File: src/sv/nifd_pkg.sv
// ----------------------------------------------------------------------------
// NEC infrared frame decoder package
// Shared types, register indexes, reset values and the window compare.
// ----------------------------------------------------------------------------
`default_nettype none

package nifd_pkg;

   localparam int unsigned CSR_INDEX_WIDTH = 3;
   localparam int unsigned CSR_DATA_WIDTH  = 16;
   localparam int unsigned BITS_PER_BYTE   = 8;

   typedef enum logic [CSR_INDEX_WIDTH-1:0] {
      CSR_BURST_WINDOW  = 3'd0,
      CSR_GAP_WINDOW    = 3'd1,
      CSR_HOLD_WINDOW   = 3'd2,
      CSR_MARK_WINDOW   = 3'd3,
      CSR_ZERO_WINDOW   = 3'd4,
      CSR_ONE_WINDOW    = 3'd5,
      CSR_HOLD_TIMEOUT  = 3'd6,
      CSR_EXTENDED_MODE = 3'd7
   } csr_index_type;

   localparam logic [15:0] BURST_WINDOW_RESET = 16'hA078;
   localparam logic [15:0] GAP_WINDOW_RESET   = 16'h503C;
   localparam logic [15:0] HOLD_WINDOW_RESET  = 16'h2A1C;
   localparam logic [15:0] MARK_WINDOW_RESET  = 16'h0D05;
   localparam logic [15:0] ZERO_WINDOW_RESET  = 16'h0D05;
   localparam logic [15:0] ONE_WINDOW_RESET   = 16'h2014;
   localparam logic [7:0]  HOLD_TIMEOUT_RESET = 8'd4;
   localparam logic        EXTENDED_RESET     = 1'b0;

   typedef enum logic [1:0] {
      OP_TICK = 2'd0,
      OP_EDGE = 2'd1,
      OP_ACK  = 2'd2,
      OP_NONE = 2'd3
   } opcode_type;

   typedef enum logic [2:0] {
      PH_BURST    = 3'd0,
      PH_GAP      = 3'd1,
      PH_ADDR     = 3'd2,
      PH_ADDR_INV = 3'd3,
      PH_CMD      = 3'd4,
      PH_CMD_INV  = 3'd5
   } phase_type;

   typedef struct packed {
      logic [1:0] opcode;
      logic       level;
   } req_type;

   typedef struct packed {
      logic [7:0] address_low;
      logic [7:0] address_high;
      logic [7:0] command;
      logic       received;
      logic       signal_valid;
      logic       key_hold;
   } rsp_type;

   // Strict window test: the minimum sits in the low byte, the maximum in the high byte.
   function automatic logic in_window(input logic [15:0] window, input logic [7:0] ticks);
      in_window = (ticks > window[7:0]) && (ticks < window[15:8]);
   endfunction

endpackage

`default_nettype wire

File: src/sv/nec_ir_frame_decoder_unit.sv
// ----------------------------------------------------------------------------
// NEC infrared frame decoder unit
// Decodes NEC frames from timer tick and pin edge events.
// ----------------------------------------------------------------------------
// Usage:
//   The request channel carries one event per transfer: a timer tick, a pin
//   edge with the new pin level, or an acknowledge of a received frame.
//   Every request transfer yields exactly one response transfer that shows
//   the latched address and command bytes and the received, signal-valid and
//   key-hold flags as they stand after the event.
//   The decoder state and the response output register are both loaded from
//   the request transfer, and one event is taken in every cycle while the
//   receiver does not stall.
//   When the receiver stalls, the response register holds its value and
//   req_stall rises, so at most one response waits at any time; the next
//   request is taken in the cycle the waiting response leaves.
//   Reset clears the decoder state and the flags, empties the response
//   register and restores every configuration register to its default.
//   Configuration writes through the csr_ port take effect at once and are
//   meant for idle periods only.
// ----------------------------------------------------------------------------
`default_nettype none

module nec_ir_frame_decoder_unit (
   input  wire  logic                                     clock,
   input  wire  logic                                     reset,
   input  wire  logic                                     req_valid,
   output       logic                                     req_stall,
   input  wire  nifd_pkg::req_type                        req_data,
   output       logic                                     rsp_valid,
   input  wire  logic                                     rsp_stall,
   output       nifd_pkg::rsp_type                        rsp_data,
   input  wire  logic                                     csr_we,
   input  wire  logic [nifd_pkg::CSR_INDEX_WIDTH-1:0]     csr_index,
   input  wire  logic [nifd_pkg::CSR_DATA_WIDTH-1:0]      csr_wdata
);

   logic [15:0] burst_window_ff;
   logic [15:0] gap_window_ff;
   logic [15:0] hold_window_ff;
   logic [15:0] mark_window_ff;
   logic [15:0] zero_window_ff;
   logic [15:0] one_window_ff;
   logic [7:0]  hold_timeout_ff;
   logic        extended_ff;

   nifd_pkg::phase_type phase_ff, phase_in;
   logic [2:0]  bit_count_ff, bit_count_in;
   logic [7:0]  tick_count_ff, tick_count_in;
   logic        overflow_ff, overflow_in;
   logic [7:0]  countdown_ff, countdown_in;
   logic [7:0]  shift_low_ff, shift_low_in;
   logic [7:0]  shift_high_ff, shift_high_in;
   logic [7:0]  shift_cmd_ff, shift_cmd_in;
   logic [7:0]  held_low_ff, held_low_in;
   logic [7:0]  held_high_ff, held_high_in;
   logic [7:0]  held_cmd_ff, held_cmd_in;
   logic        received_ff, received_in;
   logic        valid_flag_ff, valid_flag_in;
   logic        hold_flag_ff, hold_flag_in;

   logic                 rsp_valid_ff, rsp_valid_in;
   nifd_pkg::rsp_type    rsp_data_ff, rsp_data_in;

   logic accept;
   logic is_zero;
   logic is_one;
   logic bit_value;
   logic bit_ok;
   logic byte_done;

   assign req_stall = rsp_valid_ff && rsp_stall;
   assign accept    = req_valid && !req_stall;
   assign rsp_valid = rsp_valid_ff;
   assign rsp_data  = rsp_data_ff;

   assign is_zero   = nifd_pkg::in_window(zero_window_ff, tick_count_ff);
   assign is_one    = nifd_pkg::in_window(one_window_ff, tick_count_ff);
   assign bit_value = !is_zero;
   assign byte_done = (bit_count_ff == 3'(nifd_pkg::BITS_PER_BYTE - 1));

   // A space that fits a bit window is rejected only by a failed inverse check.
   always_comb begin
      bit_ok = is_zero || is_one;
      case (phase_ff)
         nifd_pkg::PH_ADDR_INV: begin
            if (!extended_ff && (shift_low_ff[bit_count_ff] == bit_value)) begin
               bit_ok = 1'b0;
            end
         end
         nifd_pkg::PH_CMD_INV: begin
            if (shift_cmd_ff[bit_count_ff] == bit_value) begin
               bit_ok = 1'b0;
            end
         end
         default: begin
         end
      endcase
   end

   always_comb begin
      phase_in      = phase_ff;
      bit_count_in  = bit_count_ff;
      tick_count_in = tick_count_ff;
      overflow_in   = overflow_ff;
      countdown_in  = countdown_ff;
      shift_low_in  = shift_low_ff;
      shift_high_in = shift_high_ff;
      shift_cmd_in  = shift_cmd_ff;
      held_low_in   = held_low_ff;
      held_high_in  = held_high_ff;
      held_cmd_in   = held_cmd_ff;
      received_in   = received_ff;
      valid_flag_in = valid_flag_ff;
      hold_flag_in  = hold_flag_ff;
      if (accept) begin
         case (req_data.opcode)
            nifd_pkg::OP_TICK: begin
               tick_count_in = tick_count_ff + 8'd1;
               if (tick_count_ff == 8'hFF) begin
                  overflow_in = 1'b1;
                  if (countdown_ff != 8'd0) begin
                     countdown_in = countdown_ff - 8'd1;
                     if (countdown_ff == 8'd1) begin
                        valid_flag_in = 1'b0;
                        hold_flag_in  = 1'b0;
                     end
                  end
               end
            end
            nifd_pkg::OP_EDGE: begin
               if (overflow_ff) begin
                  overflow_in   = 1'b0;
                  phase_in      = nifd_pkg::PH_BURST;
                  tick_count_in = 8'd0;
               end else begin
                  case (phase_ff)
                     nifd_pkg::PH_BURST: begin
                        if (!req_data.level) begin
                           tick_count_in = 8'd0;
                        end else if (nifd_pkg::in_window(burst_window_ff, tick_count_ff)) begin
                           phase_in      = nifd_pkg::PH_GAP;
                           tick_count_in = 8'd0;
                        end
                     end
                     nifd_pkg::PH_GAP: begin
                        phase_in = nifd_pkg::PH_BURST;
                        if (!req_data.level) begin
                           if (nifd_pkg::in_window(gap_window_ff, tick_count_ff)) begin
                              tick_count_in = 8'd0;
                              phase_in      = nifd_pkg::PH_ADDR;
                              bit_count_in  = 3'd0;
                              hold_flag_in  = 1'b0;
                           end else if (nifd_pkg::in_window(hold_window_ff, tick_count_ff)
                                        && valid_flag_ff) begin
                              hold_flag_in = 1'b1;
                              countdown_in = hold_timeout_ff;
                           end
                        end
                     end
                     nifd_pkg::PH_ADDR, nifd_pkg::PH_ADDR_INV,
                     nifd_pkg::PH_CMD, nifd_pkg::PH_CMD_INV: begin
                        if (req_data.level) begin
                           if (nifd_pkg::in_window(mark_window_ff, tick_count_ff)) begin
                              tick_count_in = 8'd0;
                           end else begin
                              phase_in = nifd_pkg::PH_BURST;
                           end
                        end else if (!bit_ok) begin
                           phase_in = nifd_pkg::PH_BURST;
                        end else begin
                           if (phase_ff == nifd_pkg::PH_ADDR) begin
                              shift_low_in[bit_count_ff] = bit_value;
                           end
                           if (phase_ff == nifd_pkg::PH_ADDR_INV && extended_ff) begin
                              shift_high_in[bit_count_ff] = bit_value;
                           end
                           if (phase_ff == nifd_pkg::PH_CMD) begin
                              shift_cmd_in[bit_count_ff] = bit_value;
                           end
                           tick_count_in = 8'd0;
                           bit_count_in  = bit_count_ff + 3'd1;
                           if (byte_done) begin
                              if (phase_ff == nifd_pkg::PH_CMD_INV) begin
                                 phase_in = nifd_pkg::PH_BURST;
                                 if (!received_ff) begin
                                    held_low_in   = shift_low_ff;
                                    held_high_in  = extended_ff ? shift_high_ff : 8'd0;
                                    held_cmd_in   = shift_cmd_ff;
                                    received_in   = 1'b1;
                                    valid_flag_in = 1'b1;
                                    countdown_in  = hold_timeout_ff;
                                 end
                              end else begin
                                 phase_in = nifd_pkg::phase_type'(phase_ff + 3'd1);
                              end
                           end
                        end
                     end
                     default: begin
                        phase_in = nifd_pkg::PH_BURST;
                     end
                  endcase
               end
            end
            nifd_pkg::OP_ACK: begin
               received_in = 1'b0;
            end
            default: begin
            end
         endcase
      end
   end

   always_comb begin
      rsp_data_in.address_low  = held_low_in;
      rsp_data_in.address_high = held_high_in;
      rsp_data_in.command      = held_cmd_in;
      rsp_data_in.received     = received_in;
      rsp_data_in.signal_valid = valid_flag_in;
      rsp_data_in.key_hold     = hold_flag_in;
      if (accept) begin
         rsp_valid_in = 1'b1;
      end else if (!rsp_stall) begin
         rsp_valid_in = 1'b0;
      end else begin
         rsp_valid_in = rsp_valid_ff;
      end
   end

   always_ff @(posedge clock) begin
      if (reset) begin
         burst_window_ff <= nifd_pkg::BURST_WINDOW_RESET;
         gap_window_ff   <= nifd_pkg::GAP_WINDOW_RESET;
         hold_window_ff  <= nifd_pkg::HOLD_WINDOW_RESET;
         mark_window_ff  <= nifd_pkg::MARK_WINDOW_RESET;
         zero_window_ff  <= nifd_pkg::ZERO_WINDOW_RESET;
         one_window_ff   <= nifd_pkg::ONE_WINDOW_RESET;
         hold_timeout_ff <= nifd_pkg::HOLD_TIMEOUT_RESET;
         extended_ff     <= nifd_pkg::EXTENDED_RESET;
      end else if (csr_we) begin
         case (nifd_pkg::csr_index_type'(csr_index))
            nifd_pkg::CSR_BURST_WINDOW:  burst_window_ff <= csr_wdata;
            nifd_pkg::CSR_GAP_WINDOW:    gap_window_ff   <= csr_wdata;
            nifd_pkg::CSR_HOLD_WINDOW:   hold_window_ff  <= csr_wdata;
            nifd_pkg::CSR_MARK_WINDOW:   mark_window_ff  <= csr_wdata;
            nifd_pkg::CSR_ZERO_WINDOW:   zero_window_ff  <= csr_wdata;
            nifd_pkg::CSR_ONE_WINDOW:    one_window_ff   <= csr_wdata;
            nifd_pkg::CSR_HOLD_TIMEOUT:  hold_timeout_ff <= csr_wdata[7:0];
            nifd_pkg::CSR_EXTENDED_MODE: extended_ff     <= csr_wdata[0];
            default: begin
            end
         endcase
      end
   end

   always_ff @(posedge clock) begin
      if (reset) begin
         phase_ff      <= nifd_pkg::PH_BURST;
         bit_count_ff  <= 3'd0;
         tick_count_ff <= 8'd0;
         overflow_ff   <= 1'b0;
         countdown_ff  <= 8'd0;
         shift_low_ff  <= 8'd0;
         shift_high_ff <= 8'd0;
         shift_cmd_ff  <= 8'd0;
         held_low_ff   <= 8'd0;
         held_high_ff  <= 8'd0;
         held_cmd_ff   <= 8'd0;
         received_ff   <= 1'b0;
         valid_flag_ff <= 1'b0;
         hold_flag_ff  <= 1'b0;
         rsp_valid_ff  <= 1'b0;
      end else begin
         phase_ff      <= phase_in;
         bit_count_ff  <= bit_count_in;
         tick_count_ff <= tick_count_in;
         overflow_ff   <= overflow_in;
         countdown_ff  <= countdown_in;
         shift_low_ff  <= shift_low_in;
         shift_high_ff <= shift_high_in;
         shift_cmd_ff  <= shift_cmd_in;
         held_low_ff   <= held_low_in;
         held_high_ff  <= held_high_in;
         held_cmd_ff   <= held_cmd_in;
         received_ff   <= received_in;
         valid_flag_ff <= valid_flag_in;
         hold_flag_ff  <= hold_flag_in;
         rsp_valid_ff  <= rsp_valid_in;
      end
   end

   always_ff @(posedge clock) begin
      if (accept) begin
         rsp_data_ff <= rsp_data_in;
      end
   end

endmodule

`default_nettype wire

File: config.mk
export PLATFORM = sky130hd
export DESIGN_NAME = nec_ir_frame_decoder_unit
export DESIGN_NICKNAME = d
export VERILOG_FILES = /design/src/sv/nifd_pkg.sv /design/src/sv/nec_ir_frame_decoder_unit.sv
export SDC_FILE = /design/constraint.sdc
export NUM_CORES = 1
export LEC_CHECK = 0
export BUFFER_PORTS_ARGS = -buffer_cell sky130_fd_sc_hd__buf_2
export CAP_MARGIN = 0
export CORE_MARGIN = 3
export CORE_UTILIZATION = 25
export CTS_CLUSTER_DIAMETER = 200
export DETAILED_ROUTE_END_ITERATION = 10
export SKIP_CTS_REPAIR_TIMING = 1
export SYNTH_ARGS = -nofsm -noshare
export SYNTH_HDL_FRONTEND = slang
export SYNTH_SLANG_ARGS = --single-unit
export TNS_END_PERCENT = 1
File: constraint.sdc
create_clock -name clock -period 3.37 [get_ports clock]
set_input_delay 0.337 -clock clock [delete_from_list [all_inputs] [get_ports clock]]
set_output_delay 0.337 -clock clock [all_outputs]
set_load 0.01 [all_outputs]
==> results.cfg <==
[worst_setup_path]
required_time_at_the_worst_slack_endpoint_ps = 3820
timing.critical_path.from_type = flip-flop
critical_path_class = flip-flop to flip-flop
worst-endpoint-arrival_ps = 3720
crit_path_max_fanout = 9
worst_setup_end_kind = flip-flop

[yosys]
ys_ff_latch = 207
synthFlopType = sky130_fd_sc_hd__dfxtp_1
netlist.top_cell.by_area = sky130_fd_sc_hd__dfxtp_1
ys.warnings.count = 0
synth_cells = 1278
average_instance_area_after_synthesis_sq_um = 8.45
mappedNetlistNets = 1405
synth_edf_count = 27
synth_top_cells_by_area = sky130_fd_sc_hd__dfxtp_1 33%, sky130_fd_sc_hd__ha_1 12%, sky130_fd_sc_hd__nand2_1 8.1%
asyncSetResetFlopFracSynth = 0
synth.yosys.seq_area_share = 0.409
synth.cell_area_sq_um = 10800
synth_top_cell_area_share = 0.334
post_synth_num_cell_types = 70

[pwr]
maximum_resistive_drop_on_vdd_mv = 0.331
power.sequential.fraction = 0.465
fin_total_pwr_mw = 5.57
static_leakage_nw = 5.01
internal_power_mw = 4.23
part_of_the_power_in_combinational_logic = 0.073
power.switching_mw = 1.34
cellPowerDensity_nw_per_um2 = 438
switching_share = 0.240
clock_network_fraction_of_design_power = 0.462

[placement]
detailed_place_hpwl_um = 21400
dp_worst_setup_slack_ps = -19.0
routability_congestion = 0.888
buffer_ports.inserted = 55
placed_cell_area_sq_um = 11900

[detailed_routing]
wirelength_um = 30500
via_count = 9314
routedWlPerCell_um = 15.8
residual_drc_count = 0
drtAntennaViolNets = 0
drt-vias-per-instance = 4.82
drtPass1Iterations = 5
drt_iter0_drc = 598

[floorplanning]
core_region_area_sq_um = 42300
starting_utilization_of_the_core_area = 0.255
pin_count = 56
rows = 75
die_w_um = 214
fp.dieH_um = 214
dieArea_sq_um = 45700

[timing]
finalHoldViolCount = 0
postLayoutSetupSlackWorst_ps = 94.6
maxSlewViolCount = 0
max_freq_mhz = 305
worst_slew_pin_slew_ps = 934
grt_setup_unrepaired = true
final.setup_skew_ps = 13.6
period_needed_ps = 3280
max_slew_margin = 0.372
min_period_over_period = 0.972
final-setup-viol-count = 0

[cells_and_area]
share_of_final_layout_standard_cells_stronger_than_drive_strength_1 = 0.132
fillerInstances = 4542
final_design_area_no_fill_sq_um = 12700
layout_commonest_cell = sky130_fd_sc_hd__nand2_1
finish.net_count = 1466
area_growth_pct = 17.6
most-common-layout-cells = 234 x sky130_fd_sc_hd__nand2_1, 177 x sky130_fd_sc_hd__dfxtp_1, 136 x sky130_fd_sc_hd__a21oi_1, 101 x sky130_fd_sc_hd__inv_1, 100 x sky130_fd_sc_hd__ha_1
antenna_cells_inserted = 0

[run_status]
run_status = complete, no violations

[global_routing]
grt_pass1_vias = 8668
global_route.usage.total = 0.131
grt_max_degree = 78
grt_antenna_before_repair = 0
grt_overflow_total = 0
global_route_wire_length_before_repair_um = 47900

[min_path]
min-delay-path-class = input pin to flip-flop

[cts]
cts_inserted_buffers = 22
cts_htree_levels = 1
cts.sinks = 207
path_clk_slew_ps = 60
clk_latency_ps = 520
ctsRootBufferMaster = sky130_fd_sc_hd__clkbuf_16
cts_buffer_depth = 3
clock_tree_from_tritoncts = yes

[flow_run]
max-cap-violations = 0
-- area by class of cell --
| cell class | instances | area [sq um] | area share |
|---|---|---|---|
| multi-input cells | 902 | 5740 | 0.452 |
| flip-flops and latches | 207 | 4420 | 0.348 |
| inverters | 102 | 383 | 0.0301 |
| repair buffers | 104 | 683 | 0.0538 |
| clock buffers | 28 | 624 | 0.0491 |
| clock inverters | 12 | 138 | 0.0108 |
| well taps | 577 | 722 | 0.0568 |
-- synthesized netlist by cell type (all sizes together), types with 7 or more instances --
cell type / count
nand2: 234
dfxtp: 180
a21oi: 136
inv: 102
ha: 100
nor2: 59
clkbuf: 49
o211ai: 41
nand3: 37
o31ai: 31
o21ai: 30
nand4: 28
edfxtp: 27
and2: 21
or4: 19
buf: 18
mux2: 18
nor3: 16
nor2b: 12
a31oi: 10
a211oi: 9
a21o: 7
and3: 7
nand2b: 7
-- state kept, by name (all words and copies together), names as in the netlist, 16 cells and up --
signal and count:
one_window_ff 16, rsp_data 27, burst_window_ff 16, hold_window_ff 16, zero_window_ff 16, mark_window_ff 16
gap_window_ff 16
-- power by group through the flow --
stage	Sequential, mW	Combinational [mW]	Clock [mW]
2_1_floorplan	2.64	0.237	0
3_3_place_gp	2.64	0.395	0
3_5_place_dp	2.64	0.403	0
4_1_cts	2.59	0.406	2.63
5_1_grt	2.59	0.455	2.74
6_report	2.59	0.407	2.57
-- metrics by stage --
| step | hold WS (ps) | instances | utilization | TNS (ps) |
|---|---|---|---|---|
| 3_3_place_gp | 441 | 1890 | 0.281 | 0 |
| 4_1_cts | 19.3 | 1930 | 0.299 | -146 |
| 2_1_floorplan | 432 | 1278 | - | 0 |
| 6_report | 50.5 | 1932 | 0.300 | 0 |
| 3_5_place_dp | 443 | 1890 | 0.281 | -42.3 |
| 5_1_grt | 44.1 | 1932 | 0.300 | -178 |
-- metal layers --
layer	share of wire	GRT usage
met1	0.50	0.192
met2	0.43	0.207
met3	0.050	0.0208
met4	0.017	0.0235
met5	0	0
-- path summary, 6_finish.rpt --
path,cells past startpoint,end,slack [ps],start
worst max-delay path,11,tick_count_ff[7],90,tick_count_ff[7]
worst min-delay path,2,rsp_valid,50,req_valid
worst max register to register,11,tick_count_ff[7],90,tick_count_ff[7]
worst min register to register,2,gap_window_ff[8],450,gap_window_ff[8]
-- cells by family (layout without fill, tap and decap cells) --
family,Yosys count,in the layout,share of synthesized area
AOI/OAI and AO/OA,302,302,0.175
and+or+nand+nor,471,472,0.206
DFF,207,207,0.409
buffers and inverters,170,246,0.0651
xor gates and xnor gates,3,3,0.00243
adders and majority gates,100,100,0.116
muxes,25,25,0.0264
-- critical path, stage by stage, from the launching register on --
cell and delay, ps:
sky130_fd_sc_hd__dfxtp_1 550, sky130_fd_sc_hd__buf_4 250, sky130_fd_sc_hd__ha_1 250, sky130_fd_sc_hd__o21ai_0 80, sky130_fd_sc_hd__nor2_1 50, sky130_fd_sc_hd__a211oi_1 320
sky130_fd_sc_hd__o211ai_1 230, sky130_fd_sc_hd__and3_1 250, sky130_fd_sc_hd__o311ai_2 320, sky130_fd_sc_hd__nand3_1 180, sky130_fd_sc_hd__or4_1 540, sky130_fd_sc_hd__a21oi_1 170
Power figures use the tool's default switching activity.
